`src/hw/rtl/neighbor_table_anchor_control_assert.svh`:
```
// Assertion macros for the neighbor table and anchor control block.
// Expects clk and arst_n in the scope of each use.
`ifndef NEIGHBOR_TABLE_ANCHOR_CONTROL_ASSERT_SVH
`define NEIGHBOR_TABLE_ANCHOR_CONTROL_ASSERT_SVH

// Consequent checked at the same edge as the antecedent.
`define NTAC_ASSERT_SAME(lbl, ante, cons, msg) \
	lbl: assert property (@(posedge clk) disable iff (!arst_n) (ante) |-> (cons)) \
		else $error(msg);

// Consequent checked at the next edge.
`define NTAC_ASSERT_NEXT(lbl, ante, cons, msg) \
	lbl: assert property (@(posedge clk) disable iff (!arst_n) (ante) |=> (cons)) \
		else $error(msg);

`endif

```
`src/hw/rtl/ntac_pkg.sv`:
```
// Shared types and constants for the neighbor table and anchor control block.
// No dependencies.
package ntac_pkg;

	localparam int MAX_NEIGHBORS_DEF = 4;

	localparam int CFG_IDX_W = 8;
	localparam int CFG_DATA_W = 16;

	localparam logic [CFG_IDX_W-1:0] REG_AGE_LIMIT   = 8'd0;
	localparam logic [CFG_IDX_W-1:0] REG_MIN_SPACING = 8'd1;
	localparam logic [CFG_IDX_W-1:0] REG_AVOID_DIST  = 8'd2;
	localparam logic [CFG_IDX_W-1:0] REG_ANCHOR_WAIT = 8'd3;

	localparam logic [15:0] AGE_LIMIT_RST   = 16'd4000;
	localparam logic [7:0]  MIN_SPACING_RST = 8'd60;
	localparam logic [7:0]  AVOID_DIST_RST  = 8'd40;
	localparam logic [15:0] ANCHOR_WAIT_RST = 16'd500;
	localparam logic [7:0]  LAST_DIST_RST   = 8'd100;

	typedef enum logic [1:0] {
		MODE_WALK     = 2'd0,
		MODE_AVOID    = 2'd1,
		MODE_HOLD     = 2'd2,
		MODE_ANCHORED = 2'd3
	} mode_t;

	typedef enum logic {
		ST_IDLE   = 1'b0,
		ST_UPDATE = 1'b1
	} state_t;

	typedef struct packed {
		logic [31:0] tick_now;
		logic        msg_valid;
		logic [15:0] sender_id;
		logic [7:0]  msg_distance;
	} in_item_t;

	typedef struct packed {
		logic [1:0] motion_mode;
		logic [2:0] neighbor_count;
		logic       anchor_pending;
		logic       is_anchored;
	} out_item_t;

	typedef struct packed {
		logic capture;
		logic update;
	} cmd_t;

	typedef struct packed {
		logic wait_running;
		logic anchored;
		logic full;
	} status_t;

endpackage

```
`src/hw/rtl/ntac_dp.sv`:
```
// Datapath: neighbor table, configuration registers, anchor state, result register.
// Depends on ntac_pkg; driven by ntac_ctrl commands.
module ntac_dp import ntac_pkg::*; #(
	parameter int MaxNeighbors = MAX_NEIGHBORS_DEF
) (
	input  logic                  clk,
	input  logic                  arst_n,
	input  cmd_t                  cmd,
	input  in_item_t              in_data,
	input  logic                  cfg_valid,
	input  logic [CFG_IDX_W-1:0]  cfg_index,
	input  logic [CFG_DATA_W-1:0] cfg_data,
	output out_item_t             out_data,
	output status_t               status
);

	localparam int CW = $clog2(MaxNeighbors + 1);
	localparam logic [CW-1:0] FULL_CNT = CW'(MaxNeighbors);

	logic [15:0]   ident_q [MaxNeighbors];
	logic [31:0]   stamp_q [MaxNeighbors];
	logic [CW-1:0] count_q;
	logic [7:0]    last_dist_q;
	logic          wait_q;
	logic [31:0]   wait_start_q;
	logic          anch_q;

	logic [15:0] age_limit_q;
	logic [7:0]  min_spacing_q;
	logic [7:0]  avoid_dist_q;
	logic [15:0] anchor_wait_q;

	in_item_t  item_s1;
	out_item_t out_q;

	logic [31:0]   age;
	logic          drop;
	logic          found;
	logic [CW-1:0] hit;
	logic          kept;
	logic [CW-1:0] cnt_del;
	logic          do_app;
	logic [CW-1:0] cnt_n;
	logic [15:0]   ident_n [MaxNeighbors];
	logic [31:0]   stamp_n [MaxNeighbors];
	logic          full;
	logic [7:0]    dist_n;
	logic [31:0]   waited;
	logic          expire;
	logic          wait_n;
	logic [31:0]   wait_start_n;
	logic          anch_n;
	mode_t         mode;
	logic [CW+2:0] cnt_ext;

	// head entry age check on the incoming transaction
	always_comb begin
		age  = in_data.tick_now - stamp_q[0];
		drop = !anch_q && (count_q != '0) && (age > {16'd0, age_limit_q});
	end

	always_comb begin
		found = 1'b0;
		hit   = '0;
		for (int k = 0; k < MaxNeighbors; k++) begin
			if (!found && (CW'(k) < count_q) && (ident_q[k] == item_s1.sender_id)) begin
				found = 1'b1;
				hit   = CW'(k);
			end
		end
		kept    = item_s1.msg_distance > min_spacing_q;
		cnt_del = count_q - CW'(found);
		if (found) begin
			do_app = item_s1.msg_valid && kept;
		end else begin
			do_app = item_s1.msg_valid && !wait_q && kept && (count_q < FULL_CNT);
		end
		cnt_n = item_s1.msg_valid ? (cnt_del + CW'(do_app)) : count_q;

		for (int k = 0; k < MaxNeighbors; k++) begin
			ident_n[k] = ident_q[k];
			stamp_n[k] = stamp_q[k];
		end
		for (int k = 0; k < MaxNeighbors - 1; k++) begin
			if (item_s1.msg_valid && found && (CW'(k) >= hit)) begin
				ident_n[k] = ident_q[k+1];
				stamp_n[k] = stamp_q[k+1];
			end
		end
		for (int k = 0; k < MaxNeighbors; k++) begin
			if (do_app && (CW'(k) == cnt_del)) begin
				ident_n[k] = item_s1.sender_id;
				stamp_n[k] = item_s1.tick_now;
			end
		end

		full   = cnt_n == FULL_CNT;
		dist_n = item_s1.msg_valid ? item_s1.msg_distance : last_dist_q;
		waited = item_s1.tick_now - wait_start_q;
		expire = wait_q && (waited > {16'd0, anchor_wait_q});

		wait_n       = wait_q;
		wait_start_n = wait_start_q;
		anch_n       = 1'b0;
		if (full) begin
			mode = MODE_HOLD;
			if (!wait_q) begin
				wait_n       = 1'b1;
				wait_start_n = item_s1.tick_now;
			end
		end else if (dist_n < avoid_dist_q) begin
			mode = MODE_AVOID;
		end else begin
			mode = MODE_WALK;
		end
		if (expire) begin
			if (full) begin
				anch_n = 1'b1;
				mode   = MODE_ANCHORED;
			end else begin
				wait_n = 1'b0;
			end
		end
	end

	always_ff @(posedge clk or negedge arst_n) begin
		if (!arst_n) begin
			age_limit_q   <= AGE_LIMIT_RST;
			min_spacing_q <= MIN_SPACING_RST;
			avoid_dist_q  <= AVOID_DIST_RST;
			anchor_wait_q <= ANCHOR_WAIT_RST;
		end else if (cfg_valid) begin
			unique case (cfg_index)
				REG_AGE_LIMIT:   age_limit_q   <= cfg_data;
				REG_MIN_SPACING: min_spacing_q <= cfg_data[7:0];
				REG_AVOID_DIST:  avoid_dist_q  <= cfg_data[7:0];
				REG_ANCHOR_WAIT: anchor_wait_q <= cfg_data;
				default: ;
			endcase
		end
	end

	always_ff @(posedge clk or negedge arst_n) begin
		if (!arst_n) begin
			count_q      <= '0;
			last_dist_q  <= LAST_DIST_RST;
			wait_q       <= 1'b0;
			wait_start_q <= '0;
			anch_q       <= 1'b0;
		end else if (cmd.capture) begin
			if (drop) begin
				count_q <= count_q - CW'(1);
			end
		end else if (cmd.update && !anch_q) begin
			count_q      <= cnt_n;
			last_dist_q  <= dist_n;
			wait_q       <= wait_n;
			wait_start_q <= wait_start_n;
			anch_q       <= anch_n;
		end
	end

	always_ff @(posedge clk) begin
		if (cmd.capture) begin
			item_s1 <= in_data;
			if (drop) begin
				for (int k = 0; k < MaxNeighbors - 1; k++) begin
					ident_q[k] <= ident_q[k+1];
					stamp_q[k] <= stamp_q[k+1];
				end
			end
		end else if (cmd.update && !anch_q) begin
			for (int k = 0; k < MaxNeighbors; k++) begin
				ident_q[k] <= ident_n[k];
				stamp_q[k] <= stamp_n[k];
			end
		end
	end

	assign cnt_ext = {3'd0, (anch_q ? count_q : cnt_n)};

	always_ff @(posedge clk) begin
		if (cmd.update) begin
			out_q.motion_mode    <= anch_q ? MODE_ANCHORED : mode;
			out_q.neighbor_count <= cnt_ext[2:0];
			out_q.anchor_pending <= anch_q ? wait_q : wait_n;
			out_q.is_anchored    <= anch_q | anch_n;
		end
	end

	assign out_data            = out_q;
	assign status.wait_running = wait_q;
	assign status.anchored     = anch_q;
	assign status.full         = count_q == FULL_CNT;

endmodule

```
`src/hw/rtl/ntac_ctrl.sv`:
```
// Controller: two-state sequencer and result handshake.
// Depends on ntac_pkg; issues commands to ntac_dp.
module ntac_ctrl import ntac_pkg::*; (
	input  logic clk,
	input  logic arst_n,
	input  logic in_valid,
	output logic in_ready,
	output logic out_valid,
	input  logic out_ready,
	output cmd_t cmd
);

	state_t state_q;
	state_t state_n;
	logic   out_valid_q;
	logic   out_valid_n;

	always_ff @(posedge clk or negedge arst_n) begin
		if (!arst_n) begin
			state_q     <= ST_IDLE;
			out_valid_q <= 1'b0;
		end else begin
			state_q     <= state_n;
			out_valid_q <= out_valid_n;
		end
	end

	always_comb begin
		state_n     = state_q;
		cmd         = '0;
		in_ready    = 1'b0;
		unique case (state_q)
			ST_IDLE: begin
				in_ready    = 1'b1;
				cmd.capture = in_valid;
				if (in_valid) begin
					state_n = ST_UPDATE;
				end
			end
			ST_UPDATE: begin
				// hold while the previous result is still waiting
				if (!out_valid_q || out_ready) begin
					cmd.update = 1'b1;
					state_n    = ST_IDLE;
				end
			end
			default: state_n = ST_IDLE;
		endcase
		if (cmd.update) begin
			out_valid_n = 1'b1;
		end else if (out_ready) begin
			out_valid_n = 1'b0;
		end else begin
			out_valid_n = out_valid_q;
		end
	end

	assign out_valid = out_valid_q;

endmodule

```
`src/hw/rtl/neighbor_table_anchor_control.sv`:
```
// Top level of the neighbor table and anchor control block.
// Depends on ntac_pkg, ntac_ctrl, ntac_dp and the assertion macro header.
//
//  channel | direction | handshake            | payload
//  in      | input     | in_valid / in_ready   | in_data (in_item_t)
//  out     | output    | out_valid / out_ready | out_data (out_item_t)
//  cfg     | input     | cfg_valid / cfg_ready | cfg_index, cfg_data
//
// A transaction is accepted in ST_IDLE, where the head entry ages out;
// ST_UPDATE then runs the table search, delete-with-shift, append and anchor logic.
// The result register lets the next transaction enter while a result waits.
// A result that is not taken stalls ST_UPDATE until out_ready.
// Reset is asynchronous; the table contents are valid only below the count.
// Configuration writes are taken in any cycle.
`include "neighbor_table_anchor_control_assert.svh"

module neighbor_table_anchor_control import ntac_pkg::*; #(
	parameter int MaxNeighbors = MAX_NEIGHBORS_DEF
) (
	input  logic                  clk,
	input  logic                  arst_n,
	input  logic                  in_valid,
	output logic                  in_ready,
	input  in_item_t              in_data,
	output logic                  out_valid,
	input  logic                  out_ready,
	output out_item_t             out_data,
	input  logic                  cfg_valid,
	output logic                  cfg_ready,
	input  logic [CFG_IDX_W-1:0]  cfg_index,
	input  logic [CFG_DATA_W-1:0] cfg_data
);

	cmd_t    cmd;
	status_t status;

	assign cfg_ready = 1'b1;

	ntac_ctrl u_ctrl (
		.clk       (clk),
		.arst_n    (arst_n),
		.in_valid  (in_valid),
		.in_ready  (in_ready),
		.out_valid (out_valid),
		.out_ready (out_ready),
		.cmd       (cmd)
	);

	ntac_dp #(
		.MaxNeighbors (MaxNeighbors)
	) u_dp (
		.clk       (clk),
		.arst_n    (arst_n),
		.cmd       (cmd),
		.in_data   (in_data),
		.cfg_valid (cfg_valid),
		.cfg_index (cfg_index),
		.cfg_data  (cfg_data),
		.out_data  (out_data),
		.status    (status)
	);

	`NTAC_ASSERT_SAME(a_cmd_excl, 1'b1, !(cmd.capture && cmd.update), "capture and update overlap")
	`NTAC_ASSERT_NEXT(a_update_out, cmd.update, out_valid, "update did not present a result")
	`NTAC_ASSERT_NEXT(a_anch_sticky, status.anchored, status.anchored, "anchored flag cleared")
	`NTAC_ASSERT_SAME(a_anch_full, status.anchored, status.full && status.wait_running, "anchored without full table and wait")

endmodule

```
`config.mk`:
```
export PLATFORM = sky130hd
export DESIGN_NAME = neighbor_table_anchor_control
export DESIGN_NICKNAME = d
export VERILOG_FILES = /design/src/hw/rtl/ntac_pkg.sv /design/src/hw/rtl/ntac_dp.sv /design/src/hw/rtl/ntac_ctrl.sv /design/src/hw/rtl/neighbor_table_anchor_control.sv
export VERILOG_INCLUDE_DIRS = /design/src /design/src/hw/rtl
export SDC_FILE = /design/constraint.sdc
export NUM_CORES = 1
export LEC_CHECK = 0
export ABC_CLOCK_PERIOD_IN_PS = 8650
export BUFFER_PORTS_ARGS = -buffer_cell sky130_fd_sc_hd__buf_2
export CAP_MARGIN = 20
export CORE_ASPECT_RATIO = 0.8
export CORE_MARGIN = 3
export CORE_UTILIZATION = 30
export CTS_BUF_LIST = sky130_fd_sc_hd__clkbuf_8 sky130_fd_sc_hd__clkbuf_16
export DETAILED_ROUTE_END_ITERATION = 7
export GPL_TIMING_DRIVEN = 1
export SLEW_MARGIN = 20
export SYNTH_ARGS = -nofsm -noshare
export SYNTH_HDL_FRONTEND = slang
export SYNTH_SLANG_ARGS = --single-unit
```
`constraint.sdc`:
```
create_clock -name clk -period 8.65 [get_ports clk]
set_input_delay 1.73 -clock clk [delete_from_list [all_inputs] [get_ports clk]]
set_output_delay 1.73 -clock clk [all_outputs]
set_load 0.01 [all_outputs]
```
==> results of run 1 <==
## cell usage after synthesis (7+ instances only)
cell,number
nor2_1,56
a31oi_1,10
a21oi_1,98
nor3_1,19
a21o_1,24
edfxtp_1,256
or4_1,7
nand2_1,154
xor2_1,69
o21ai_0,94
buf_6,8
buf_2,21
nor4_1,16
mux2_1,10
o21a_1,11
inv_1,134
dfstp_2,21
or3_1,7
nand4_1,37
o211ai_1,14
nor2b_1,10
mux2_4,9
nand3_1,25
ha_1,115
nand2b_1,10
clkbuf_1,44
mux2_2,169
a211oi_1,11
dfrtp_1,74
xnor2_1,42
## logic make-up after synthesis
family          after synthesis  share of synthesized area
compound gates              327                      0.104
other cells                   1                   0.000192
buf+inv                     215                     0.0469
flops                       351                      0.516
mux                         194                      0.113
simple gates                376                     0.0936
fa+ha+maj                   117                     0.0757
xor+xnor                    111                     0.0498
## worst max-delay path by stage
stage                      startpoint  slack [ns]             endpoint
final                     in_data[29]        1.51   u_dp.stamp_q[1][5]
after global routing      in_data[25]        1.11   u_dp.stamp_q[1][6]
after CTS                 in_data[29]        1.60  u_dp.stamp_q[1][15]
after detailed placement  in_data[29]        1.02  u_dp.stamp_q[1][13]
after global placement    in_data[25]        1.17  u_dp.stamp_q[1][13]
after floorplan           in_data[25]        1.06   u_dp.ident_q[1][0]
## registers in the layout (all words and copies together) (netlist names)
| name | flops |
|---|---|
| u_dp.anch_q | 1 |
| u_dp.wait_q | 1 |
| u_dp.wait_start_q | 32 |
| u_dp.age_limit_q | 16 |
| u_dp.min_spacing_q | 8 |
| u_dp.count_q | 3 |
| u_dp.stamp_q | 128 |
| u_ctrl.out_valid | 1 |
| u_dp.ident_q | 64 |
| u_dp.avoid_dist_q | 8 |
| u_ctrl.state_q | 1 |
| u_dp.anchor_wait_q | 16 |
| u_dp.out_data | 7 |
| u_dp.item_s1 | 57 |
| u_dp.last_dist_q | 8 |
## critical path: stages
cell	delay [ns]
buf_2	0.14
ha_1	0.45
o211ai_1	0.15
a21o_1	0.26
nand2_1	0.16
nor2_1	0.09
or4_1	0.53
nand2_1	0.10
xor2_1	0.06
ha_1	0.32
nand4_1	0.13
or4_1	0.56
nor2_1	0.19
nor3_1	0.09
or4b_1	0.52
nor4_1	0.33
nand4_1	0.17
or4_1	0.64
nand2_1	0.21
nand3_2	0.08
buf_4	0.35
## final cells by class
class | count | area (µm²)
antenna | 4 | 10.0
inverter | 134 | 503
clock buffer | 44 | 1080
multi-input combinational | 1126 | 8580
fill | 6289 | 42200
timing repair buffer | 110 | 593
clock inverter | 26 | 196
tap | 850 | 1060
sequential | 351 | 10100
## per-layer routing
layer,global-route usage,vias to the layer above,part of all wire
met5,0,-,0.00026
li1,-,6318,-
met4,0.0379,2,0.018
met1,0.211,6591,0.49
met2,0.222,348,0.43
met3,0.0306,59,0.061
## metrics by stage
| stage | power (mW) | cells |
|---|---|---|
| finish | 4.17 | 2645 |
| global route | 4.35 | 2641 |
| CTS | 4.22 | 2641 |
| detailed placement | 2.53 | 2571 |
| global placement | 2.52 | 2571 |
| floorplan | 2.34 | 1692 |
## where the power goes
group	internal, mW	leakage (nW)	switching, mW	total [mW]
registers	1.90	3.35	0.107	2.01
clock network	0.980	0.654	0.687	1.67
logic	0.186	4.66	0.307	0.492
total	3.07	8.66	1.10	4.17
==> summary.txt, run 1 <==
Worst Setup Start Kind = input pin
Register bit count reported by yosys = 351
Mapped Cells = 1,692
Layout area overhead = 13.2%
Clock buffer depth = 3
GRT Total Usage = 0.146
Top_reg_cell synth = edfxtp_1
Placed Area = 0.0208 mm²
Largest cells by area after synthesis = edfxtp_1 (39%), mux2_2 (9.7%), dfrtp_1 (9.5%)
Rel. slew slack = 0.348
Synth area leader = edfxtp_1
Routed WL per cell = 19.1 µm
Total length of routed wires = 50,600 µm
Leakage = 8.66 nW
CTS tree = yes
Share of flip-flops with an asynchronous set or reset = 0.271
CTS Root Cell = clkbuf_16
Period Utilization, post-route = 0.825
RR Endpoint = u_dp.stamp_q[1][5]
IO Port Bufs = 94
Hold Crit Class = flip-flop to flip-flop
Starting DRC count in detailed routing = 1,009
Via count = 13,318
Ys Warns = 0
Fin Setup TNS = 0 ns
Most common cell after layout, fill and taps aside = edfxtp_1
Setup-failing EPs final = 0
Power density over the cells = 188 mW/mm²
Worst VDD drop = 0.110 mV
CTS resizes = 0
RSZ-0062 raised after global routing = false
Final net count = 1,965
Post-CTS Hold Buffers = 0
Worst-margin pin slew = 0.976 ns
Critical Path AT = 7.34 ns
R2R setup slack = 2.46 ns
Min Tclk post-route = 7.14 ns
EDFF count, synth = 256
Syn_nets = 1,895
Max_cap viols = 0
Status = finished, final reports clean
FMAX = 140 MHz
Max Slew Vio Count = 0
Vias in the first global route = 13,135
Starting Density = 0.304
Yosys top cell area share = 0.393
# IOs = 96
Largest net degree at the start of global routing = 75
First-pass GRT wire length = 78,300 µm
Die Y-Extent = 234 µm
Die Wd = 291 µm
Placer Congestion = 0.845
Clock slew at reported path FFs = 0.06 ns
Post-DP HPWL = 37,200 µm
Most frequent cells in the layout = edfxtp_1 (256), mux2_2 (169), nand2_1 (154)
Fin. Hold Viols = 0
FP Rows = 83
Clock sink count = 351
Worst Clk Skew = 0.0266 ns
Fin util = 0.344
CTS buffer count = 39
Crit end category = flip-flop
Via/cell ratio = 5.04
Core area = 0.0643 mm²
Worst skew pair latency = 0.56 ns
Setup repair bufs after CTS = 0
CP Class = input pin to flip-flop
Residual DRC = 0
DIE AREA = 0.0683 mm²
Worst Hold Endpoint = u_dp.last_dist_q[5]
GR Overflow Total = 0
Post-synthesis instance area = 0.0195 mm²
Part of the Yosys area used for sequential elements = 0.516
Pre-CTS setup slack = 1.02 ns
Syn avg cell area = 11.5 µm²
Yosys cell types = 76
R2r startpoint = u_dp.stamp_q[0][0]
DRT Pass-1 Iters = 8
CTS H-tree lvls = 2
Final Instance Area = 0.0221 mm²
WP data required = 8.85 ns
Hold Path Origin = u_dp.last_dist_q[5]
Final setup margin = 1.51 ns
Final hold slack = 0.456 ns
Share of cells above drive strength 1 = 0.214
Post-route ant nets = 0
Worst hold stages = 2
Initial antenna violation count = 5
Crit Path Max Fanout = 48
R2R depth = 22
(Power assumes the default switching activity.)
==> inputs of run 2 (changes only) <==
--- a/config.mk
+++ b/config.mk
@@ -6,7 +6,7 @@
 export SDC_FILE = /design/constraint.sdc
 export NUM_CORES = 1
 export LEC_CHECK = 0
-export ABC_CLOCK_PERIOD_IN_PS = 8650
+export ABC_CLOCK_PERIOD_IN_PS = 7000
 export BUFFER_PORTS_ARGS = -buffer_cell sky130_fd_sc_hd__buf_2
 export CAP_MARGIN = 20
 export CORE_ASPECT_RATIO = 0.8
==> constraint.sdc (replaced) <==
create_clock -name clk -period 7 [get_ports clk]
set_input_delay 1.4 -clock clk [delete_from_list [all_inputs] [get_ports clk]]
set_output_delay 1.4 -clock clk [all_outputs]
set_load 0.01 [all_outputs]
==> run 2 against run 1 <==
Final cell count did not move. Die area did not move. Critical path type unchanged. Routed wire length rose by 0.62%. Core utilization rose by 0.16 points. Sequential power rose by 24%. Clock skew rose by 0.0036 ns. Critical path depth rose by 3. Worst setup slack got worse by 0.67 ns. Largest power group unchanged. Count of clock-buffer cells in the layout did not move. Flip-flop and latch count did not move. Via count rose by 0.20%.
==> summary.txt, run 2 (same netlist as run 1, synthesis figures left out) <==
First-pass GRT wire length = 78,900 µm (was 78,300 µm)
Most frequent cells in the layout = edfxtp_1 (256), mux2_2 (169), nand2_1 (152) (was edfxtp_1 (256), mux2_2 (169), nand2_1 (154))
Crit-path slowest cell = or4b_1 (was or4_1)
Worst Setup Start Kind = input pin (unchanged)
Fin util = 0.346 (was 0.344)
Critical Path AT = 6.42 ns (was 7.34 ns)
Post-CTS Hold Buffers = 0 (unchanged)
Flip-flop count of the largest register after layout = 128 (unchanged)
Post-route ant nets = 0 (unchanged)
Clock sink count = 351 (unchanged)
Final Instance Area = 0.0222 mm² (was 0.0221 mm²)
Worst skew pair latency = 0.56 ns (about the same)
Number of cells after detailed placement = 2,571 (unchanged)
Total length of routed wires = 50,900 µm (was 50,600 µm)
IO Port Bufs = 94 (unchanged)
Placed Area = 0.0209 mm² (was 0.0208 mm²)
GRT Total Usage = 0.146 (about the same)
Final net count = 1,967 (was 1,965)
CTS buffer count = 39 (unchanged)
RSZ-0062 raised after global routing = false (unchanged)
Fin. Hold Viols = 0 (unchanged)
Max_cap viols = 0 (unchanged)
Clock buffer depth = 3 (unchanged)
DRT Pass-1 Iters = 5 (was 8)
Vias in the first global route = 13,367 (was 13,135)
Period Utilization, post-route = 0.880
Die Y-Extent = 234 µm (unchanged)
Routed WL per cell = 19.2 µm (was 19.1 µm)
Post-DP HPWL = 36,700 µm (was 37,200 µm)
Largest net degree at the start of global routing = 74 (was 75)
Via count = 13,344 (was 13,318)
Hold Crit Class = flip-flop to flip-flop (unchanged)
Largest delay share family, worst path = simple AND/OR/NAND/NOR gates (unchanged)
Placer Congestion = 0.901 (was 0.845)
Clock slew at reported path FFs = 0.06 ns (about the same)
Crit end category = flip-flop (unchanged)
Layout Cells excl Fill = 2,645 (unchanged)
Worst setup path start = in_data[25] (was in_data[29])
Final setup margin = 0.841 ns (was 1.51 ns)
FP Rows = 83 (unchanged)
Worst path most repeated cell = nor2_1
Final hold slack = 0.465 ns (was 0.456 ns)
Layout area overhead = 13.7% (was 13.2%)
Share of cells above drive strength 1 = 0.219 (was 0.214)
R2r startpoint = u_dp.item_s1[25] (was u_dp.stamp_q[0][0])
# IOs = 96 (unchanged)
CP Class = input pin to flip-flop (unchanged)
Hold Path Origin = u_dp.last_dist_q[2] (was u_dp.last_dist_q[5])
Status = finished, final reports clean (unchanged)
Buffer and inverter count on the worst path = 4 (was 2)
FMAX = 162 MHz
Min Tclk post-route = 6.16 ns
Fillers = 6,261 (was 6,289)
DIE AREA = 0.0683 mm² (unchanged)
Most common cell after layout, fill and taps aside = edfxtp_1 (unchanged)
GR Overflow Total = 0 (unchanged)
Biggest register = u_dp.stamp_q (unchanged)
Residual DRC = 0 (unchanged)
Starting DRC count in detailed routing = 1,113 (was 1,009)
WP data required = 7.26 ns (was 8.85 ns)
Setup repair bufs after CTS = 0 (unchanged)
Power density over the cells = 233 mW/mm² (was 188 mW/mm²)
Die Wd = 291 µm (unchanged)
Critical Path Max Stage Delay = 0.52 ns (was 0.64 ns)
Max Slew Vio Count = 0 (unchanged)
Total power = 5.17 mW (was 4.17 mW)
CTS H-tree lvls = 2 (unchanged)
Core area = 0.0643 mm² (unchanged)
Worst path cell trace = buf_2 -> inv_1 -> ha_1 -> inv_1 -> fa_2 -> nand3_1 -> a21oi_1 -> nor2_1 -> nor2_1 -> nor2_1 -> o21ai_1 -> xor2_1 -> ha_1 -> nand4_1 -> or4_1 -> nor2_1 -> nor3_1 -> or4b_1 -> nor4_1 -> nand4_1 -> or4_4 -> nand2_4 -> nand3_2 -> buf_12 (was buf_2 -> ha_1 -> o211ai_1 -> a21o_1 -> nand2_1 -> nor2_1 -> or4_1 -> nand2_1 -> xor2_1 -> ha_1 -> nand4_1 -> or4_1 -> nor2_1 -> nor3_1 -> or4b_1 -> nor4_1 -> nand4_1 -> or4_1 -> nand2_1 -> nand3_2 -> buf_4)
Worst Clk Skew = 0.0302 ns (was 0.0266 ns)
Pre-CTS setup slack = 0.276 ns (was 1.02 ns)
Worst-margin pin slew = 0.970 ns (was 0.976 ns)
Crit Path Max Fanout = 39 (was 48)
Starting Density = 0.304 (unchanged)
Rel. slew slack = 0.352 (was 0.348)
Ant diodes = 0 (was 4)
CTS tree = yes (unchanged)
CTS Root Cell = clkbuf_16 (unchanged)
R2R setup slack = 1.31 ns (was 2.46 ns)
Leakage = 8.71 nW (was 8.66 nW)
CTS resizes = 0 (unchanged)
Setup-failing EPs final = 0 (unchanged)
Fin Setup TNS = 0 ns (unchanged)
Initial antenna violation count = 3 (was 5)
Via/cell ratio = 5.04 (about the same)
Largest regs = u_dp.stamp_q: 128 flops, u_dp.ident_q: 64 flops, u_dp.item_s1: 57 flops (unchanged)
Worst VDD drop = 0.198 mV (was 0.110 mV)
run 2: cell types whose count changed in the layout (fill, tap and decap cells not counted), sizes merged:
cell    before  now
diode        4    0
inv        142  150
clkinv      13    7
buf        110  112
run 2: cell type report:
cell class              instances  area [µm²]  share of cell area
multi-input cells            1126        8620               0.388
well taps                     850        1060              0.0479
repair buffers                112         641              0.0288
clock buffers                  44        1070              0.0480
flip-flops and latches        351       10100               0.454
inverters                     134         503              0.0226
clock inverters                28         230              0.0104
run 2: path summary, 6_finish.rpt:
check                                              to  cells after the start
worst max-delay path               u_dp.ident_q[1][7]                     24
worst min-delay path              u_dp.last_dist_q[2]                      2
worst max register to register       u_dp.out_data[5]                     21
worst min register to register    u_dp.last_dist_q[2]                      2
max in group asynchronous       u_dp.wait_start_q[20]                      2
min in group asynchronous            u_ctrl.out_valid                      1
run 2: tightest hold or removal path, cell delays in order, from the launching register on:
cell and delay (ns):
dfstp_2 0.37, nand2_1 0.05, nand2_1 0.05
run 2: report_power, final:
part	internal, mW	switching [mW]	leakage [nW]	total (mW)
combinational	0.230	0.372	4.68	0.601
clock	1.21	0.867	0.682	2.08
sequential	2.35	0.139	3.35	2.49
total	3.79	1.38	8.71	5.17
run 2: routing by layer:
metal  global-route usage  up-vias  part of all wire
met5                    0        -                 0
met1                0.215     6587              0.49
met4               0.0293        0             0.017
li1                     -     6317                 -
met3               0.0265       65             0.055
met2                0.226      375              0.43
